<file path="config.mk">
export PLATFORM = sky130hd
export DESIGN_NAME = julian_day_to_calendar_date
export DESIGN_NICKNAME = d
export VERILOG_FILES = /design/src/rtl/jdc_pkg.sv /design/src/rtl/julian_day_to_calendar_date.sv /design/src/rtl/jdc_divider.sv
export SDC_FILE = /design/constraint.sdc
export NUM_CORES = 2
export LEC_CHECK = 0
export BUFFER_PORTS_ARGS = -buffer_cell sky130_fd_sc_hd__buf_2
export CORE_MARGIN = 2
export CORE_UTILIZATION = 36
export DETAILED_ROUTE_END_ITERATION = 7
export GPL_ROUTABILITY_DRIVEN = 0
export MAX_ROUTING_LAYER = met4
export SLEW_MARGIN = 5
export SYNTH_ARGS = -nofsm -noshare
export SYNTH_HDL_FRONTEND = slang
export SYNTH_HIERARCHICAL = 1
export SYNTH_SLANG_ARGS = --single-unit
</file>
<file path="constraint.sdc">
create_clock -name i_clk -period 17.5 [get_ports i_clk]
set_input_delay 2.625 -clock i_clk [delete_from_list [all_inputs] [get_ports i_clk]]
set_output_delay 2.625 -clock i_clk [all_outputs]
set_load 0.02 [all_outputs]
</file>
<file path="src/rtl/jdc_pkg.sv">
package jdc_pkg;

    localparam int DAY_BITS = 32;
    // cycles from an accepted item to the clock edge that takes its result
    localparam int LATENCY  = 7;

    localparam logic [31:0] LAST_JULIAN_DAY = 32'd2299160;
    localparam logic [31:0] GREGORIAN_EPOCH = 32'd1721060;
    localparam logic [17:0] DAYS_400Y       = 18'd146097;
    localparam logic [15:0] DAYS_100Y       = 16'd36524;
    localparam logic [10:0] DAYS_4Y         = 11'd1461;
    localparam logic [8:0]  DAYS_1Y         = 9'd365;
    localparam logic [12:0] BC_BASE         = 13'd4713;
    localparam logic [12:0] AD_BASE         = 13'd4712;

    typedef logic [8:0] t_doy;

    // first day of each month (index 0 = january), by leap flag
    function automatic t_doy month_start(input logic leap, input logic [3:0] m);
        t_doy v;
        case (m)
            4'd0:    v = 9'd0;
            4'd1:    v = 9'd31;
            4'd2:    v = 9'd59;
            4'd3:    v = 9'd90;
            4'd4:    v = 9'd120;
            4'd5:    v = 9'd151;
            4'd6:    v = 9'd181;
            4'd7:    v = 9'd212;
            4'd8:    v = 9'd243;
            4'd9:    v = 9'd273;
            4'd10:   v = 9'd304;
            4'd11:   v = 9'd334;
            default: v = 9'd365;
        endcase
        if (leap && m >= 4'd2) begin
            v = v + 9'd1;
        end
        return v;
    endfunction

endpackage

</file>
<file path="src/rtl/julian_day_to_calendar_date.sv">
// julian day number to calendar date, one item per clock, result strobed
// on o_valid once it has passed the register stages below; busy is never
// raised: the pipeline accepts an item every cycle and the receiver cannot
// stall it. the pipeline has seven register stages: 400-year estimate,
// 400-year correction, century split, 4-year estimate, 4-year correction,
// year split, and month lookup. days up to 2299160 use the julian calendar,
// later days the gregorian one; gregorian years are always ad.
module julian_day_to_calendar_date (
    input  logic        i_clk,
    input  logic        i_rst_n,
    input  logic        start,
    output logic        busy,
    input  logic [31:0] i_day_number,
    output logic        o_valid,
    output logic [4:0]  o_day_of_month,
    output logic [3:0]  o_month_number,
    output logic [23:0] o_year_number,
    output logic        o_before_christ
);
    assign busy = 1'b0;

    // stage 1: select calendar, divide by 400-year cycle (gregorian) or
    // pass the count (julian, treated as one big century of 4-year cycles)
    logic [31:0] w_n;
    logic        w_jul;
    logic [31:0] w_g;
    logic [31:0] w_q400;
    logic [17:0] w_r400;

    assign w_n   = i_day_number[jdc_pkg::DAY_BITS-1:0];
    assign w_jul = (w_n <= jdc_pkg::LAST_JULIAN_DAY);
    assign w_g   = w_n - jdc_pkg::GREGORIAN_EPOCH;

    jdc_divider u_div400 (
        .i_clk   (i_clk),
        .i_num   (w_g),
        .i_den   (jdc_pkg::DAYS_400Y),
        .i_recip (32'd29398),
        .o_quo   (w_q400),
        .o_rem   (w_r400)
    );

    // side data is registered beside the divider estimate
    logic        r1a_v, r1a_jul;
    logic [31:0] r1a_n;

    always_ff @(posedge i_clk) begin
        if (!i_rst_n) begin
            r1a_v <= 1'b0;
        end else begin
            r1a_v <= start;
        end
        r1a_jul <= w_jul;
        r1a_n   <= w_n;
    end

    logic        r1_v, r1_jul;
    logic [31:0] r1_n;
    logic [31:0] r1_q400;
    logic [17:0] r1_r400;

    always_ff @(posedge i_clk) begin
        if (!i_rst_n) begin
            r1_v <= 1'b0;
        end else begin
            r1_v <= r1a_v;
        end
        r1_jul  <= r1a_jul;
        r1_n    <= r1a_n;
        r1_q400 <= w_q400;
        r1_r400 <= w_r400;
    end

    // stage 2: century split; value to split in 4-year cycles, plus mode
    // mode: 0 leap-first cycles, 1 plain first four years of a century
    logic [31:0] w_year400;
    logic [1:0]  w_cq;
    logic [15:0] w_rc;

    assign w_year400 = r1_q400 * 32'd400;

    always_comb begin
        w_cq = 2'd0;
        w_rc = 16'd0;
        if (r1_r400 > {2'd0, jdc_pkg::DAYS_100Y}) begin
            if (r1_r400 - 18'd1 >= 18'd3 * {2'd0, jdc_pkg::DAYS_100Y}) begin
                w_cq = 2'd3;
                w_rc = 16'(r1_r400 - 18'd1 - 18'd3 * {2'd0, jdc_pkg::DAYS_100Y});
            end else if (r1_r400 - 18'd1 >= 18'd2 * {2'd0, jdc_pkg::DAYS_100Y}) begin
                w_cq = 2'd2;
                w_rc = 16'(r1_r400 - 18'd1 - 18'd2 * {2'd0, jdc_pkg::DAYS_100Y});
            end else begin
                w_cq = 2'd1;
                w_rc = 16'(r1_r400 - 18'd1 - {2'd0, jdc_pkg::DAYS_100Y});
            end
        end
    end

    logic        r2_v, r2_jul, r2_plain;
    logic [31:0] r2_num;
    logic [31:0] r2_year;

    always_ff @(posedge i_clk) begin
        if (!i_rst_n) begin
            r2_v <= 1'b0;
        end else begin
            r2_v <= r1_v;
        end
        r2_jul <= r1_jul;
        if (r1_jul) begin
            r2_num   <= r1_n;
            r2_plain <= 1'b0;
            r2_year  <= 32'd0;
        end else if (w_cq == 2'd0) begin
            r2_num   <= {14'd0, r1_r400};
            r2_plain <= 1'b0;
            r2_year  <= w_year400;
        end else if (w_rc < {5'd0, jdc_pkg::DAYS_4Y} - 16'd1) begin
            r2_num   <= {16'd0, w_rc};
            r2_plain <= 1'b1;
            r2_year  <= w_year400 + 32'(w_cq) * 32'd100;
        end else begin
            r2_num   <= {16'd0, w_rc} + 32'd1;
            r2_plain <= 1'b0;
            r2_year  <= w_year400 + 32'(w_cq) * 32'd100;
        end
    end

    // stage 3: 4-year cycle split
    logic [31:0] w_q4;
    logic [17:0] w_r4;

    jdc_divider u_div4 (
        .i_clk   (i_clk),
        .i_num   (r2_num),
        .i_den   ({7'd0, jdc_pkg::DAYS_4Y}),
        .i_recip (32'd2939744),
        .o_quo   (w_q4),
        .o_rem   (w_r4)
    );

    // side data is registered beside the divider estimate
    logic        r3a_v, r3a_jul, r3a_plain;
    logic [10:0] r3a_num;
    logic [31:0] r3a_year;

    always_ff @(posedge i_clk) begin
        if (!i_rst_n) begin
            r3a_v <= 1'b0;
        end else begin
            r3a_v <= r2_v;
        end
        r3a_jul   <= r2_jul;
        r3a_plain <= r2_plain;
        r3a_num   <= r2_num[10:0];
        r3a_year  <= r2_year;
    end

    logic        r3_v, r3_jul, r3_plain;
    logic [31:0] r3_year;
    logic [10:0] r3_r4;

    always_ff @(posedge i_clk) begin
        if (!i_rst_n) begin
            r3_v <= 1'b0;
        end else begin
            r3_v <= r3a_v;
        end
        r3_jul   <= r3a_jul;
        r3_plain <= r3a_plain;
        r3_r4    <= r3a_plain ? r3a_num : w_r4[10:0];
        r3_year  <= r3a_plain ? r3a_year : r3a_year + {w_q4[29:0], 2'b00};
    end

    // stage 4: year within the cycle, era
    logic [1:0]  w_yoff;
    logic [8:0]  w_doy;
    logic        w_leap;
    logic [10:0] w_t;
    logic [31:0] w_year;

    always_comb begin
        w_t = r3_plain ? r3_r4 : r3_r4 - 11'd1;
        if (!r3_plain && r3_r4 <= 11'd365) begin
            w_yoff = 2'd0;
            w_doy  = r3_r4[8:0];
            w_leap = 1'b1;
        end else if (w_t >= 11'd1095) begin
            w_yoff = 2'd3;
            w_doy  = 9'(w_t - 11'd1095);
            w_leap = 1'b0;
        end else if (w_t >= 11'd730) begin
            w_yoff = 2'd2;
            w_doy  = 9'(w_t - 11'd730);
            w_leap = 1'b0;
        end else if (w_t >= 11'd365) begin
            w_yoff = 2'd1;
            w_doy  = 9'(w_t - 11'd365);
            w_leap = 1'b0;
        end else begin
            w_yoff = 2'd0;
            w_doy  = w_t[8:0];
            w_leap = 1'b0;
        end
        w_year = r3_year + {30'd0, w_yoff};
    end

    logic        r4_v, r4_leap, r4_bc;
    logic [8:0]  r4_doy;
    logic [23:0] r4_year;

    always_ff @(posedge i_clk) begin
        if (!i_rst_n) begin
            r4_v <= 1'b0;
        end else begin
            r4_v <= r3_v;
        end
        r4_leap <= w_leap;
        r4_doy  <= w_doy;
        if (r3_jul && w_year < {19'd0, jdc_pkg::BC_BASE}) begin
            r4_bc   <= 1'b1;
            r4_year <= 24'({19'd0, jdc_pkg::BC_BASE} - w_year);
        end else if (r3_jul) begin
            r4_bc   <= 1'b0;
            r4_year <= 24'(w_year - {19'd0, jdc_pkg::AD_BASE});
        end else begin
            r4_bc   <= 1'b0;
            r4_year <= w_year[23:0];
        end
    end

    // stage 5: month by parallel compare against month starts
    logic [3:0] w_m;
    logic [8:0] w_day;

    always_comb begin
        w_m = 4'd0;
        for (int k = 1; k < 12; k++) begin
            if (r4_doy >= jdc_pkg::month_start(r4_leap, 4'(k))) begin
                w_m = 4'(k);
            end
        end
        w_day = r4_doy - jdc_pkg::month_start(r4_leap, w_m) + 9'd1;
    end

    always_ff @(posedge i_clk) begin
        if (!i_rst_n) begin
            o_valid <= 1'b0;
        end else begin
            o_valid <= r4_v;
        end
        o_day_of_month  <= w_day[4:0];
        o_month_number  <= w_m + 4'd1;
        o_year_number   <= r4_year;
        o_before_christ <= r4_bc;
    end
endmodule

</file>
<file path="src/rtl/jdc_divider.sv">
// constant divider: quotient and remainder of a 32-bit value by a constant
// below 2^18, quotient through a reciprocal multiply plus one correction
// estimate is registered, correction is combinational after it
module jdc_divider (
    input  logic        i_clk,
    input  logic [31:0] i_num,
    input  logic [17:0] i_den,
    input  logic [31:0] i_recip,
    output logic [31:0] o_quo,
    output logic [17:0] o_rem
);
    // recip = floor(2^32 / den); estimate is q or q-1
    logic [63:0] w_prod;
    logic [31:0] r_q;
    logic [31:0] r_num;
    logic [49:0] w_qd;
    logic [32:0] w_r;

    assign w_prod = {32'd0, i_num} * {32'd0, i_recip};

    always_ff @(posedge i_clk) begin
        r_q   <= w_prod[63:32];
        r_num <= i_num;
    end

    assign w_qd = {18'd0, r_q} * {32'd0, i_den};
    assign w_r  = {1'b0, r_num} - {1'b0, w_qd[31:0]};

    always_comb begin
        if (w_r >= {15'd0, i_den}) begin
            o_quo = r_q + 32'd1;
            o_rem = 18'(w_r - {15'd0, i_den});
        end else begin
            o_quo = r_q;
            o_rem = w_r[17:0];
        end
    end
endmodule

</file>
Word level (Yosys, flattened, before mapping)
Memory sizes are Yosys's and may differ from the RTL's.
Cells that the tools add are included.
Operators by class
  multiply operators: 6
  muxes and demuxes: 52
  $lt $le $gt $ge: 24
  reduce and logical (&&, ||, !) cells: 6
  add/subtract/negate cells: 25
Operators with widths (number)
  $mux W32: 4
  $sub A32 B32 Y33: 2
  $mul A32 B17 Y49 const B: 1
  $mux W16: 3
  $mux W24: 2
  $mul A32 B14 Y46 const B: 1
  $mux W4: 11
  $ge A18 B17 Y1 const B: 2
  $ge A9 B8 Y1: 4
  $mux W18: 2
  $mux W9: 4
  $ge A33 B11 Y1 const B: 1
  $ge A33 B18 Y1 const B: 1
  $mux W11: 3
  $add A32 B1 Y32 const B: 1
  $add A32 B2 Y32: 1
  $add A32 B32 Y32: 1
  $add A32 B9 Y32: 1
  $le A32 B22 Y1 const B: 1
  $lt A32 B13 Y1 const B: 1
  $mul A22 B11 Y32 const B: 1
  $mul A32 B18 Y32 const B: 1
  $mul A32 B5 Y28 const B: 1
  $sub A16 B16 Y16 const B: 2
  other kinds (38): 61
Word-level totals
  logic and storage cells: 152
  bits of input ports: 35
  bits in registers: 466
  memories kept: 1
  output and inout port bits: 36
  bits in read-only memories: 144
Memories
  (no name shown): depth 16, width 9, rd ports 1, clocked after Yosys merged registers in 0, wr ports 0, line jdc_pkg.sv:21  | case (m)

Logic depth before layout (Yosys ltp)
  depth in word-level cells: 17
  gate-level depth with buffers: 55
  gate-level depth less buffers: 52

Modules after synthesis
The synthesis kept the hierarchy.
By module, submodules not included
  jdc_divider (u_div4): cells an instance 5589, area an instance 48366.4 um2, seq. area each 1281.2 um2, times used 1
  jdc_divider (u_div400): cells an instance 5605, area an instance 48346.4 um2, seq. area each 1281.2 um2, times used 1
  julian_day_to_calendar_date: cells an instance 2018, area an instance 18059.8 um2, seq. area each 6766.5 um2, times used 1

Least setup slack after synthesis
Ideal clock, no wire load.
  path type: input to register
  start point: input port i_day_number[4]
  end point: register u_div400.r_q[9]
  buffers on the path: 1
  stages: 40
  arrival time: 11.553 ns
  required time: 17.382 ns
  setup time: 0.118 ns
  path slack: 5.829 ns
  path through: nor3_1 > nor2_1 > a21oi_1 > nor2b_1 > o21ai_0 > nand2_1 > a21oi_1 > nor2_1 > or3_1 > nor3_1 > xor2_1 > clkbuf_1 > nand2_1 > fa_1 > inv_1 > fa_1 > inv_1 > fa_1 > [... 4 more ...] > fa_1 > inv_1 > fa_1 > inv_1 > fa_1 > inv_1 > ha_1 > nand3_1 > nor3_1 > o311ai_0 > nor3_1 > o21bai_1 > a21boi_0 > o21ai_0 > a21oi_1 > o21a_1 > nor2_1 > xnor2_1
On the way
  word-level cells in the longest chain between the ends: 2
Ends and longest elaborated chain
  start, declared: line julian_day_to_calendar_date.sv:13  | input logic [31:0] i_day_number,
  $sub A32 B21 Y32: line julian_day_to_calendar_date.sv:32  | assign w_g = w_n - jdc_pkg::GREGORIAN_EPOCH;
  named net w_g[29]: line julian_day_to_calendar_date.sv:26  | logic [31:0] w_g;
  $mul A32 B14 Y46: line jdc_divider.sv:19  | assign w_prod = {32'd0, i_num} * {32'd0, i_recip};
  named net u_div400.w_prod[41]: line jdc_divider.sv:13  | logic [63:0] w_prod;
  end signal, assigned: line jdc_divider.sv:22  | r_q <= w_prod[63:32];
  end, declared: line jdc_divider.sv:14  | logic [31:0] r_q;
The timed path passes the listed nets, and every way through them passes these cells.
A chain may end at the register's enable or synchronous reset.

Final worst setup path
  start point: register u_div4.r_q[5]
  end point: register r3_year[30]
On the way
  word-level cells in the longest chain between the ends: 6
  elaborated cells between the ends (all ways): 7
  classes of those cells: 3 x add/sub; 1 x mul; 1 x order compare; 2 x mux
Ends and longest elaborated chain
  start, declared: line jdc_divider.sv:14
  start signal, assigned: line jdc_divider.sv:22
  $mul A22 B11 Y32: line jdc_divider.sv:26  | assign w_qd = {18'd0, r_q} * {32'd0, i_den};
  $sub A32 B32 Y33: line jdc_divider.sv:27  | assign w_r = {1'b0, r_num} - {1'b0, w_qd[31:0]};
  $ge A33 B11 Y1: line jdc_divider.sv:30  | if (w_r >= {15'd0, i_den}) begin
  $mux W30: line jdc_divider.sv:30
  named net w_q4[1]: line julian_day_to_calendar_date.sv:130  | logic [31:0] w_q4;
  $add A32 B32 Y32: line julian_day_to_calendar_date.sv:172  | r3_year <= r3a_plain ? r3a_year : r3a_year + {w_q4[29:0], 2'b00};
  $mux W32: line julian_day_to_calendar_date.sv:172
  end signal, assigned: line julian_day_to_calendar_date.sv:172
  end, declared: line julian_day_to_calendar_date.sv:160  | logic [31:0] r3_year;
The timed path passes the listed nets, and every way through them passes these cells.

==> summary.txt <==
Outcome
  – Status: complete, no violations

Detailed routing
  – DRT Pass-1 Iters: 6
  – Via count: 85,330
  – Detailed-route vias per instance: 4.882
  – DR iter-0 viols: 5,965
  – Total Wirelength: 334,500 um
  – DRC: 0
  – Drt wl/cell: 19.14 um
  – Final ANT Viol Nets: 0

Synthesis
  – YS warnings: 6
  – Post-synthesis cell count: 13,160
  – Syn Area/Cell: 8.697 sq um
  – Post-synthesis cell area: approximately 110,000 sq um

Timing
  – Final worst-path cycle share: 73.98%
  – Relative slew slack: 28.67%
  – Worst Tran Pin Value: 1056 ps
  – Post-Route Setup TNS: 0 ps
  – Final min period: roughly 13,000 ps
  – Skew final: 56.56 ps
  – Fmax: 0.07724 GHz
  – Final setup vio count: 0
  – Final hold violation count: 0
  – Slew Viols, Final: 0
  – RSZ-0062 raised after global routing: no

Critical path
  – Critical path's slowest cell: nand4_4
  – CP most frequent cell: fa_1
  – CP max stage delay: 630 ps
  – Critical Path Sink Type: flop
  – R2R setup slack: 4550 ps
  – Critical Path Source Type: flop
  – CP max FO: 46
  – Arr. time, crit path: between 10,000 and 15,000 ps
  – Critical Path RT: 18,040 ps
  – Setup Crit Path Kind: reg -> reg

CTS
  – Worst-Skew Late Latency: 710 ps
  – Post-CTS Hold Buffers: 0
  – TritonCTS clock tree: built
  – Clock transition at the registers of the reported paths: 70 ps
  – Root buffer cell: clkbuf_16
  – Post-CTS setup buffers: 0
  – CTS Buf Count: 54
  – Worst-case clock buffer depth: 3
  – Post-CTS resize count: 0
  – H-Tree Depth: 2
  – Sink Count: between 400 and 500

Global route
  – Initial antenna violation count: 23
  – Vias in the first global route: 89,630
  – First-pass GRT wire length: between 500,000 and 600,000 um
  – GR Overflow Total: 0
  – Global Route Usage Sum: around 22%
  – Largest net degree at the start of global routing: 70

Floorplanning
  – Core area: 315,500 sq um
  – Boundary pin count: 71
  – Rows: 206
  – Die width: 567.8 um
  – Die area: roughly 320,000 sq um
  – DIE HEIGHT: 567.8 um
  – Starting Density: 36.27%

Cells and area
  – Multi-input logic area: slightly above 90,000 sq um
  – Area Growth Syn to Fin: 7.190%
  – Fraction of layout cells with a size suffix above 1: 3.433%
  – Filler cells: 32,290
  – Register area: 9341 sq um
  – Final net count: 16,700

Job
  – Total of max-cap violations: 0

Min path
  – Worst Hold Class: reg -> reg

Placed design
  – Dpl hpwl: 266,800 um
  – Port bufs: 69
==> area by class of cell <==
| type | count | share of cell area, % |
|---|---|---|
| diodes | 8 | 0.01632 |
| clock buffers | 61 | 1.164 |
| clock inverters | 41 | 0.3642 |
| inverters | 3056 | 9.353 |
| multi-input cells | 9470 | 76.05 |
| flip-flops and latches | 466 | 7.617 |
| well taps | 4160 | 4.244 |
| repair buffers | 217 | 1.188 |
==> cell usage in the layout (no fill, tap or decap), types with 29 or more instances in the layout <==
| cell | instances |
|---|---|
| nor2b_1 | 48 |
| nand2b_1 | 43 |
| nor3_1 | 81 |
| buf_4 | 148 |
| a211oi_1 | 29 |
| o21bai_1 | 35 |
| and3_1 | 63 |
| o21a_1 | 38 |
| and2_1 | 778 |
| nand3_1 | 99 |
| inv_1 | 3055 |
| nand2_1 | 2435 |
| fa_1 | 2485 |
| o21ai_0 | 195 |
| dfxtp_1 | 456 |
| nor4_1 | 30 |
| a21o_1 | 103 |
| a21oi_1 | 285 |
| xor2_1 | 143 |
| nand4_1 | 62 |
| or3_1 | 33 |
| conb_1 | 499 |
| buf_2 | 69 |
| nor2_1 | 280 |
| ha_1 | 913 |
| xnor2_1 | 304 |
| clkbuf_16 | 54 |
==> per-layer routing <==
metal	up-vias	wire length (um)	track usage, %
li1	38640	-	-
met1	43420	141700	28.04
met2	2741	157800	35.21
met3	538	22500	3.060
met4	0	12570	6.642
met5	-	0	-
==> through the flow <==
stage / instance area [sq um] / hold slack, ps / setup slack, ps / util (%) / std cells
floorplan: 116300 / 309.6 / 5829 / - / 13650
global placement: 120700 / 310.6 / 3980 / 38.27 / 17370
detailed placement: 120700 / 312.0 / 3868 / 38.27 / 17370
CTS: 122600 / 325.2 / 4598 / 38.87 / 17470
global route: 122600 / 330.6 / 3617 / 38.87 / 17480
finish: 122600 / 320.1 / 4554 / 38.87 / 17480
==> critical path: cells and delay by family, from the launching register on <==
kind	cells	cell delay, ps
AO/OA/AOI/OAI	24	5470
adder cells (fa/ha/maj)	9	4180
AND/OR/NAND/NOR	7	1670
buffers and inverters	6	490
multiplexers	1	450
flip-flops	1	300
XOR/XNOR	1	180
==> registers in the layout, summed over array words and instances (netlist names), 4 cells and up <==
signal          count
o_day_of_month      5
u_div4/r_num       32
r2_year            30
r3a_year           30
o_year_number      24
r2_num             32
u_div400/r_q       32
u_div4/r_q         32
r1a_n              32
r1_n               32
u_div400/r_num     32
r1_r400            18
r4_year            24
r1_q400            28
o_month_number      4
r3_year            30
r4_doy              9
r3a_num            11
r3_r4              11
==> path summary, 6_finish.rpt <==
kind                      start            to  cells after the start
setup / recovery  u_div4/r_q[5]   r3_year[30]                     48
hold / removal      r2_year[20]  r3a_year[20]                      0
setup reg to reg  u_div4/r_q[5]   r3_year[30]                     48
hold reg to reg     r2_year[20]  r3a_year[20]                      0
Power is left out: the tool's default activity adds up to more than one toggle a clock period on the data nets, which glitch-free logic cannot reach.
